[src/rtl/core/gpr_pkg.sv]
// Shared types and constants of the GPIO port register bank.
package gpr_pkg;

   typedef enum logic [1:0] {
      CMD_READ  = 2'd0,
      CMD_WRITE = 2'd1,
      CMD_PIN   = 2'd2,
      CMD_RESET = 2'd3
   } cmd_type;

   localparam logic [3:0] IDX_MODE      = 4'd0;
   localparam logic [3:0] IDX_INPUT     = 4'd4;
   localparam logic [3:0] IDX_OUTPUT    = 4'd5;
   localparam logic [3:0] IDX_SETRESET  = 4'd6;
   localparam logic [3:0] IDX_RESETONLY = 4'd10;

   localparam logic [1:0] MODE_IN  = 2'd0;
   localparam logic [1:0] MODE_OUT = 2'd1;
   localparam logic [1:0] MODE_ALT = 2'd2;

   localparam logic [1:0] EDGE_NONE    = 2'd0;
   localparam logic [1:0] EDGE_RISING  = 2'd1;
   localparam logic [1:0] EDGE_FALLING = 2'd2;

   localparam logic [15:0] HALF_ONES = 16'hFFFF;

   localparam int CSR_ADDR_W = 3;
   localparam logic CSR_IDX_INPUT_MASK = 1'b0;

   typedef struct packed {
      cmd_type     command;
      logic [3:0]  reg_index;
      logic [31:0] write_data;
      logic [3:0]  pin_number;
      logic        pin_level;
   } req_item_type;

   typedef struct packed {
      logic [31:0] read_data;
      logic [15:0] pin_drive;
      logic [15:0] drive_changed;
      logic [15:0] alt_flags;
      logic [15:0] alt_changed;
      logic [1:0]  edge_event;
      logic [3:0]  edge_pin;
      logic        wake_level;
   } rsp_item_type;

   typedef struct packed {
      logic step;
      logic valid;
   } exec_ctrl_type;

endpackage

[src/rtl/core/gpr_csr.sv]
// Configuration register file holding the reset-time input mask.
module gpr_csr (
   input  logic                           clock,
   input  logic                           reset,
   input  logic                           psel,
   input  logic                           penable,
   input  logic                           pwrite,
   input  logic [gpr_pkg::CSR_ADDR_W-1:0] paddr,
   input  logic [31:0]                    pwdata,
   output logic [31:0]                    prdata,
   output logic                           pready,
   output logic [15:0]                    input_mask
);
   import gpr_pkg::*;

   logic [15:0] input_mask_ff;
   logic [15:0] input_mask_in;
   logic        wr_en;
   logic        sel_mask;

   assign pready   = 1'b1;
   assign sel_mask = (paddr[CSR_ADDR_W-1:2] == CSR_IDX_INPUT_MASK);
   assign wr_en    = psel & penable & pwrite & sel_mask;

   always_comb begin
      input_mask_in = input_mask_ff;
      if (wr_en) begin
         input_mask_in = pwdata[15:0];
      end
   end

   always_ff @(posedge clock) begin
      if (reset) begin
         input_mask_ff <= '0;
      end else begin
         input_mask_ff <= input_mask_in;
      end
   end

   assign prdata     = sel_mask ? {16'd0, input_mask_ff} : 32'd0;
   assign input_mask = input_mask_ff;

endmodule

[src/rtl/core/gpr_exec.sv]
// Register bank state and the single-pass logic that applies one item to it.
module gpr_exec #(
   parameter int PIN_COUNT = 16,
   parameter int REG_COUNT = 11
) (
   input  logic                  clock,
   input  logic                  reset,
   input  gpr_pkg::exec_ctrl_type ctrl,
   input  gpr_pkg::req_item_type item,
   input  logic [15:0]           input_mask,
   output gpr_pkg::rsp_item_type result
);
   import gpr_pkg::*;

   localparam int IW = $clog2(REG_COUNT);
   localparam logic [15:0] PIN_MASK = 16'((33'd1 << PIN_COUNT) - 33'd1);

   logic [31:0] rf_ff [REG_COUNT];
   logic [31:0] rf_in [REG_COUNT];
   logic [15:0] alt_ff;
   logic [15:0] alt_in;

   always_comb begin
      logic [15:0] odr;
      logic [15:0] old_odr;
      logic [15:0] inr;
      logic [1:0]  m;
      logic [1:0]  pm;
      logic        old_lvl;
      logic        idx_ok;
      logic        pin_ok;

      rf_in   = rf_ff;
      alt_in  = alt_ff;
      result  = '0;
      old_odr = rf_ff[IDX_OUTPUT[IW-1:0]][15:0];
      odr     = old_odr;
      inr     = rf_ff[IDX_INPUT[IW-1:0]][15:0];
      m       = MODE_IN;
      pm      = MODE_IN;
      old_lvl = 1'b0;
      idx_ok  = (32'(item.reg_index) < REG_COUNT);
      pin_ok  = (32'(item.pin_number) < PIN_COUNT);

      case (item.command)
         CMD_READ: begin
            if (idx_ok) begin
               result.read_data = rf_ff[item.reg_index[IW-1:0]];
            end
         end
         CMD_WRITE: begin
            if (idx_ok) begin
               case (item.reg_index)
                  IDX_MODE: begin
                     for (int i = 0; i < PIN_COUNT; i++) begin
                        m  = item.write_data[2*i +: 2];
                        pm = rf_ff[IDX_MODE[IW-1:0]][2*i +: 2];
                        if (m != pm) begin
                           result.alt_changed[i] = 1'b1;
                           alt_in[i] = (m == MODE_ALT);
                           if (m == MODE_IN) begin
                              odr[i] = 1'b1;
                           end else if (m == MODE_OUT) begin
                              odr[i] = 1'b0;
                           end
                        end
                     end
                     rf_in[IDX_MODE[IW-1:0]] = item.write_data;
                  end
                  IDX_OUTPUT: begin
                     odr = item.write_data[15:0];
                  end
                  IDX_SETRESET: begin
                     odr = (odr & ~item.write_data[31:16]) | item.write_data[15:0];
                     inr = (inr & ~item.write_data[31:16]) | item.write_data[15:0];
                  end
                  IDX_RESETONLY: begin
                     odr = odr & ~item.write_data[15:0];
                     inr = inr & ~item.write_data[15:0];
                  end
                  IDX_INPUT: begin
                     odr = old_odr;
                  end
                  default: begin
                     rf_in[item.reg_index[IW-1:0]] = item.write_data;
                  end
               endcase
               rf_in[IDX_OUTPUT[IW-1:0]] = {16'd0, odr};
               rf_in[IDX_INPUT[IW-1:0]]  = {16'd0, inr};
               result.drive_changed      = (old_odr ^ odr) & PIN_MASK;
            end
         end
         CMD_PIN: begin
            if (pin_ok) begin
               old_lvl = inr[item.pin_number];
               inr[item.pin_number] = item.pin_level;
               rf_in[IDX_INPUT[IW-1:0]] = {16'd0, inr};
               if (!old_lvl && item.pin_level) begin
                  result.edge_event = EDGE_RISING;
               end else if (old_lvl && !item.pin_level) begin
                  result.edge_event = EDGE_FALLING;
               end
               if (result.edge_event != EDGE_NONE) begin
                  result.edge_pin = item.pin_number;
               end
               result.wake_level = item.pin_level;
            end
         end
         default: begin
            for (int r = 0; r < REG_COUNT; r++) begin
               rf_in[r] = '0;
            end
            rf_in[IDX_INPUT[IW-1:0]] = {16'd0, HALF_ONES & ~input_mask};
         end
      endcase

      result.pin_drive = rf_in[IDX_OUTPUT[IW-1:0]][15:0];
      result.alt_flags = alt_in;
   end

   always_ff @(posedge clock) begin
      if (reset) begin
         for (int r = 0; r < REG_COUNT; r++) begin
            rf_ff[r] <= '0;
         end
         rf_ff[IDX_INPUT[IW-1:0]] <= {16'd0, HALF_ONES};
         alt_ff <= '0;
      end else if (ctrl.step && ctrl.valid) begin
         rf_ff  <= rf_in;
         alt_ff <= alt_in;
      end
   end

endmodule

[src/rtl/core/gpio_port_register_bank.sv]
// Top level of the GPIO port register bank: channels, pipeline registers and configuration.
//
// Items arrive on the req_ channel (req_valid / req_stall) and each gives exactly
// one result on the rsp_ channel (rsp_valid / rsp_stall). A transfer happens at a
// rising edge where valid is high and stall is low.
// An accepted item is held in the input register; once the result register is free or
// being drained, the bank logic applies it to the register file and loads the result
// register, which offers it on the rsp_ channel. Items are taken one per cycle for as
// long as the result register is free or being drained in the same cycle; the only
// limit is the single pass through the bank logic.
// When the receiver stalls, the result register holds its contents and the item
// behind it waits in the input register; req_stall rises only when both are full.
// Reset is synchronous: both pipeline registers empty, the register file returns to zeros
// with the input word's low half at ones, the alternate flags clear and the input mask
// is zero. The mask is to be written over the APB-style port only while the block is
// idle; the block does not enforce this. The mask only affects the device reset command.
module gpio_port_register_bank #(
   parameter int PIN_COUNT = 16,
   parameter int REG_COUNT = 11
) (
   input  logic                           clock,
   input  logic                           reset,
   input  logic                           req_valid,
   output logic                           req_stall,
   input  logic [1:0]                     req_command,
   input  logic [3:0]                     req_reg_index,
   input  logic [31:0]                    req_write_data,
   input  logic [3:0]                     req_pin_number,
   input  logic                           req_pin_level,
   output logic                           rsp_valid,
   input  logic                           rsp_stall,
   output logic [31:0]                    rsp_read_data,
   output logic [15:0]                    rsp_pin_drive,
   output logic [15:0]                    rsp_drive_changed,
   output logic [15:0]                    rsp_alt_flags,
   output logic [15:0]                    rsp_alt_changed,
   output logic [1:0]                     rsp_edge_event,
   output logic [3:0]                     rsp_edge_pin,
   output logic                           rsp_wake_level,
   input  logic                           psel,
   input  logic                           penable,
   input  logic                           pwrite,
   input  logic [gpr_pkg::CSR_ADDR_W-1:0] paddr,
   input  logic [31:0]                    pwdata,
   output logic [31:0]                    prdata,
   output logic                           pready
);
   import gpr_pkg::*;

   logic          in_valid_ff;
   logic          in_valid_in;
   req_item_type  in_item_ff;
   logic          rsp_valid_ff;
   logic          rsp_valid_in;
   rsp_item_type  rsp_item_ff;
   rsp_item_type  exec_result;
   exec_ctrl_type exec_ctrl;
   logic          advance;
   logic          accept_in;
   logic [15:0]   input_mask;

   assign advance   = in_valid_ff & (~rsp_valid_ff | ~rsp_stall);
   assign req_stall = in_valid_ff & ~advance;
   assign accept_in = req_valid & ~req_stall;

   assign in_valid_in  = accept_in | (in_valid_ff & ~advance);
   assign rsp_valid_in = advance | (rsp_valid_ff & rsp_stall);

   assign exec_ctrl.step  = advance;
   assign exec_ctrl.valid = in_valid_ff;

   always_ff @(posedge clock) begin
      if (reset) begin
         in_valid_ff  <= 1'b0;
         rsp_valid_ff <= 1'b0;
      end else begin
         in_valid_ff  <= in_valid_in;
         rsp_valid_ff <= rsp_valid_in;
      end
   end

   always_ff @(posedge clock) begin
      if (accept_in) begin
         in_item_ff.command    <= cmd_type'(req_command);
         in_item_ff.reg_index  <= req_reg_index;
         in_item_ff.write_data <= req_write_data;
         in_item_ff.pin_number <= req_pin_number;
         in_item_ff.pin_level  <= req_pin_level;
      end
      if (advance) begin
         rsp_item_ff <= exec_result;
      end
   end

   gpr_csr u_csr (
      .clock      (clock),
      .reset      (reset),
      .psel       (psel),
      .penable    (penable),
      .pwrite     (pwrite),
      .paddr      (paddr),
      .pwdata     (pwdata),
      .prdata     (prdata),
      .pready     (pready),
      .input_mask (input_mask)
   );

   gpr_exec #(
      .PIN_COUNT (PIN_COUNT),
      .REG_COUNT (REG_COUNT)
   ) u_exec (
      .clock      (clock),
      .reset      (reset),
      .ctrl       (exec_ctrl),
      .item       (in_item_ff),
      .input_mask (input_mask),
      .result     (exec_result)
   );

   assign rsp_valid         = rsp_valid_ff;
   assign rsp_read_data     = rsp_item_ff.read_data;
   assign rsp_pin_drive     = rsp_item_ff.pin_drive;
   assign rsp_drive_changed = rsp_item_ff.drive_changed;
   assign rsp_alt_flags     = rsp_item_ff.alt_flags;
   assign rsp_alt_changed   = rsp_item_ff.alt_changed;
   assign rsp_edge_event    = rsp_item_ff.edge_event;
   assign rsp_edge_pin      = rsp_item_ff.edge_pin;
   assign rsp_wake_level    = rsp_item_ff.wake_level;

endmodule

[config.mk]
export PLATFORM = sky130hd
export DESIGN_NAME = gpio_port_register_bank
export DESIGN_NICKNAME = d
export VERILOG_FILES = /design/src/rtl/core/gpr_pkg.sv /design/src/rtl/core/gpr_csr.sv /design/src/rtl/core/gpr_exec.sv /design/src/rtl/core/gpio_port_register_bank.sv
export SDC_FILE = /design/constraint.sdc
export NUM_CORES = 1
export LEC_CHECK = 0
export BUFFER_PORTS_ARGS = -buffer_cell sky130_fd_sc_hd__buf_4
export CORE_MARGIN = 2
export CORE_UTILIZATION = 40
export DETAILED_ROUTE_END_ITERATION = 10
export SETUP_SLACK_MARGIN = 0.15
export SLEW_MARGIN = 20
export SYNTH_ARGS = -nofsm -noshare
export SYNTH_HDL_FRONTEND = slang
export SYNTH_HIERARCHICAL = 1
export SYNTH_SLANG_ARGS = --single-unit
[constraint.sdc]
create_clock -name clock -period 22.5 [get_ports clock]
set_input_delay 2.25 -clock clock [delete_from_list [all_inputs] [get_ports clock]]
set_output_delay 2.25 -clock clock [all_outputs]
set_load 0.05 [all_outputs]
==> impl_metrics.csv <==
group,metric,value,unit
setup_path,start_kind,"primary input",
synthesis,netlist_area,0.0234,mm2
synthesis,synth_compound_area_frac,0.175,
cells_and_area,drive_gt1_frac,0.175,
synthesis,synth_top_family_by_area,"compound AO/OA/AOI/OAI gates",
pwr,ir_drop,0.0582,mV
clock_network,cts_inserted_buffers,52,
timing,fmax,0.179,GHz
place,dp_cells,3114,
grt,grt_max_degree,98,
cells_and_area,diodes,0,
grt,grt_pass1_wl,116,mm
synthesis,ys_seq_area_frac,0.491,
grt,grt_overflow,0,
synthesis,ys_ff_latch,500,
hold_path,min_path_cells,2,
pwr,p_switching,525,uW
synthesis,synthXorXnorAreaFrac,0.0172,
timing,fin_crit,5.59,ns
pwr,swShare,0.257,
clock_network,postCtsSetupRepairBufs,0,
die,rows,88,
cells_and_area,final_common_cell,"dfxtp_1",
die,io_pins,223,
synthesis,synthMuxAreaShare,0.0999,
synthesis,yosysWarnings,6,
clock_network,cts.clk_slew.worst_paths,0.06,ns
synthesis,syn_avg_cell_area,9.91,um2
timing,fin_setup_tns,0,ns
pwr,intPower,1.52,mW
synthesis,synth_edf_count,146,
pwr,clockPowerShare,0.436,
timing,rsz0062_at_grt,"false",
drt,drt_first_pass_iters,9,
setup_path,cp.arrival,6.04,ns
hold_path,worstHoldPathType,"flip-flop to flip-flop",
setup_path,slowest_delay,0.87,ns
timing,fin_crit_sh,0.248,
grt,grt_pass1_vias,18300,
clock_network,cts_resized,0,
setup_path,worstPathMaxFanout,95,
grt,met1_usage,0.343,
pwr,leakage,9.41,nW
timing,finalHoldViolations,0,
synthesis,yosysTopAreaCell,"dfxtp_1",
timing,slew_headroom,0.208,
place,port_buffers,187,
synthesis,async_reset_ff_frac,0,
setup_path,path_class,"primary input to flip-flop",
setup_path,slowest_stage,"buf_4",
clock_network,cts_tree,"done",
timing,worstMarginPinSlew,1.19,ns
setup_path,rr_worst_depth,8,
setup_path,cp-end-kind,"flip-flop",
die,die_h,246,um
setup_path,regToRegSetupSlack,18.00,ns
die,core,0.0577,mm2
clock_network,clock-root-buffer,"clkbuf_16",
pwr,p_per_area,76.0,mW/mm2
flow_run,cap_violations,0,
die,start_util,0.405,
synthesis,synth_fa_ha_area_frac,0.00321,
cells_and_area,area_growth_syn_to_layout,14.9,%
drt,drc_errors,0,
timing,setup_viol,0,
grt,grt_antenna_before_repair,2,
clock_network,htree_num_levels,2,
drt,wl_per_cell,24.4,um
timing,slew_violations,0,
synthesis,post_synth_and_or_nand_nor_area_fraction,0.154,
place,dpl.hpwl,50.9,mm
timing,skew,0.0104,ns
grt,busiest_layer,"met2",
grt,met2_usage,0.402,
cells_and_area,fin_util,0.466,
drt,drt_iter0_markers,1949,
clock_network,cts_sinks,500,
die,die_x,246,um
setup_path,crit_path_cell_trace,"buf_4 -> a21boi_4 -> buf_4 -> nand3b_4 -> or2_1 -> a211oi_2 -> a21o_4 -> buf_4 -> nor2_1",
synthesis,synth_top_area_share,0.303,
drt,vias_per_cell,5.93,
synthesis,synthTopCellsByArea,"dfxtp_1 (30%), edfxtp_1 (19%), nand2_1 (5.2%), mux4_2 (5.1%), mux2i_1 (4.1%)",
run_status,status,"finished, final reports clean",
setup_path,critical_path_required,22.95,ns
cells_and_area,final_nets,2495,
drt,wl,78.4,mm
clock_network,clock_path_buffers,3,
synthesis,ys.flop_type,"dfxtp_1",
clock_network,ctsHoldBuffers,0,
cells_and_area,stdcell_count,3210,
die,dieArea,0.0604,mm2
drt,antenna_left,0,
drt,via_count,19000,
setup_path,crit_top_cell,"buf_4",
pwr,p_comb_frac,0.088,
synthesis,syn_inst,2359,
cells_and_area,final_cell_mix,"dfxtp_1 (354), nand2_1 (323), buf_4 (225)",
pwr,power_frac_seq,0.476,
grt,grt_util_all_layers,0.254,
cells_and_area,n_fill_cell,5402,
clock_network,insertion_delay,0.61,ns
synthesis,synth_cell_type_count,74,
place,gp_congestion,0.905,
grt,met3_usage,0.0446,
cell usage after synthesis, types with 53 or more instances:
cell type	number
a22o_1	55
nand2_1	323
mux4_2	53
o21ai_0	59
mux2i_1	96
nor2b_1	69
nor2_1	207
a21oi_1	182
clkbuf_1	149
edfxtp_1	146
a32o_1	68
dfxtp_1	354
final timing paths:
kind	from	endpoint
min reg2reg	u_exec/rf_ff[91]	u_exec/rf_ff[91]
max reg2reg	in_valid_ff	u_exec/rf_ff[143]
min	u_exec/rf_ff[91]	u_exec/rf_ff[91]
max	rsp_stall	u_exec/rf_ff[143]
kinds of logic after synthesis:
kind of cell,Yosys count
AND/OR/NAND/NOR,774
multiplexers,165
other,2
adder cells (fa/ha/maj),6
flip-flops,500
AO/OA/AOI/OAI,564
buffers and inverters,303
XOR/XNOR,45
worst max-delay path, delay by kind of cell:
kind | cells | cell delay (ns)
AOI/OAI and AO/OA | 3 | 1.40
and+or+nand+nor | 3 | 0.75
buffers and inverters | 3 | 1.53
flip-flops by register name, indices dropped and copies added, names as in the netlist:
register           flops
rsp_edge_pin           4
in_valid_ff            1
u_exec/alt_ff         16
rsp_edge_event         2
rsp_wake_level         1
rsp_pin_drive         16
u_exec/rf_ff         320
in_item_ff            43
rsp_alt_changed       16
u_csr/input_mask      16
rsp_drive_changed     16
rsp_alt_flags         16
rsp_read_data         32
rsp_valid              1
per-layer routing:
metal,up-vias,share of wire,wire length (um)
met5,-,0.00017,13
met4,2,0.040,3110
met3,185,0.084,6590
met2,938,0.46,36200
met1,9450,0.41,32500
li1,8456,-,-
power groups by stage:
stage | Combinational [mW] | Sequential [mW] | Clock [mW]
finish | 0.179 | 0.971 | 0.890
global route | 0.188 | 0.972 | 0.937
CTS | 0.177 | 0.970 | 0.902
detailed placement | 0.177 | 0.990 | 0
global placement | 0.174 | 0.990 | 0
floorplan | 0.0992 | 1.00 | 0
metrics by stage:
step	area, um2	hold WS, ns	total power, mW	setup WS (ns)
final	26900	0.451	2.04	16.91
after floorplan	23400	0.427	1.10	10.34
after detailed placement	25100	0.441	1.17	16.31
after CTS	26800	0.453	2.05	16.95
after global routing	26900	0.458	2.10	16.67
after global placement	25000	0.435	1.16	16.42
area by class of cell:
cell class,count,area [um2],area share
timing repair buffer,229,1780,0.0664
clock inverter,22,253,0.00941
tap,765,957,0.0356
clock buffer,73,1490,0.0556
sequential,500,11500,0.427
multi-input combinational,1571,10700,0.399
inverter,50,188,0.00699
Power figures use the tool's default switching activity.
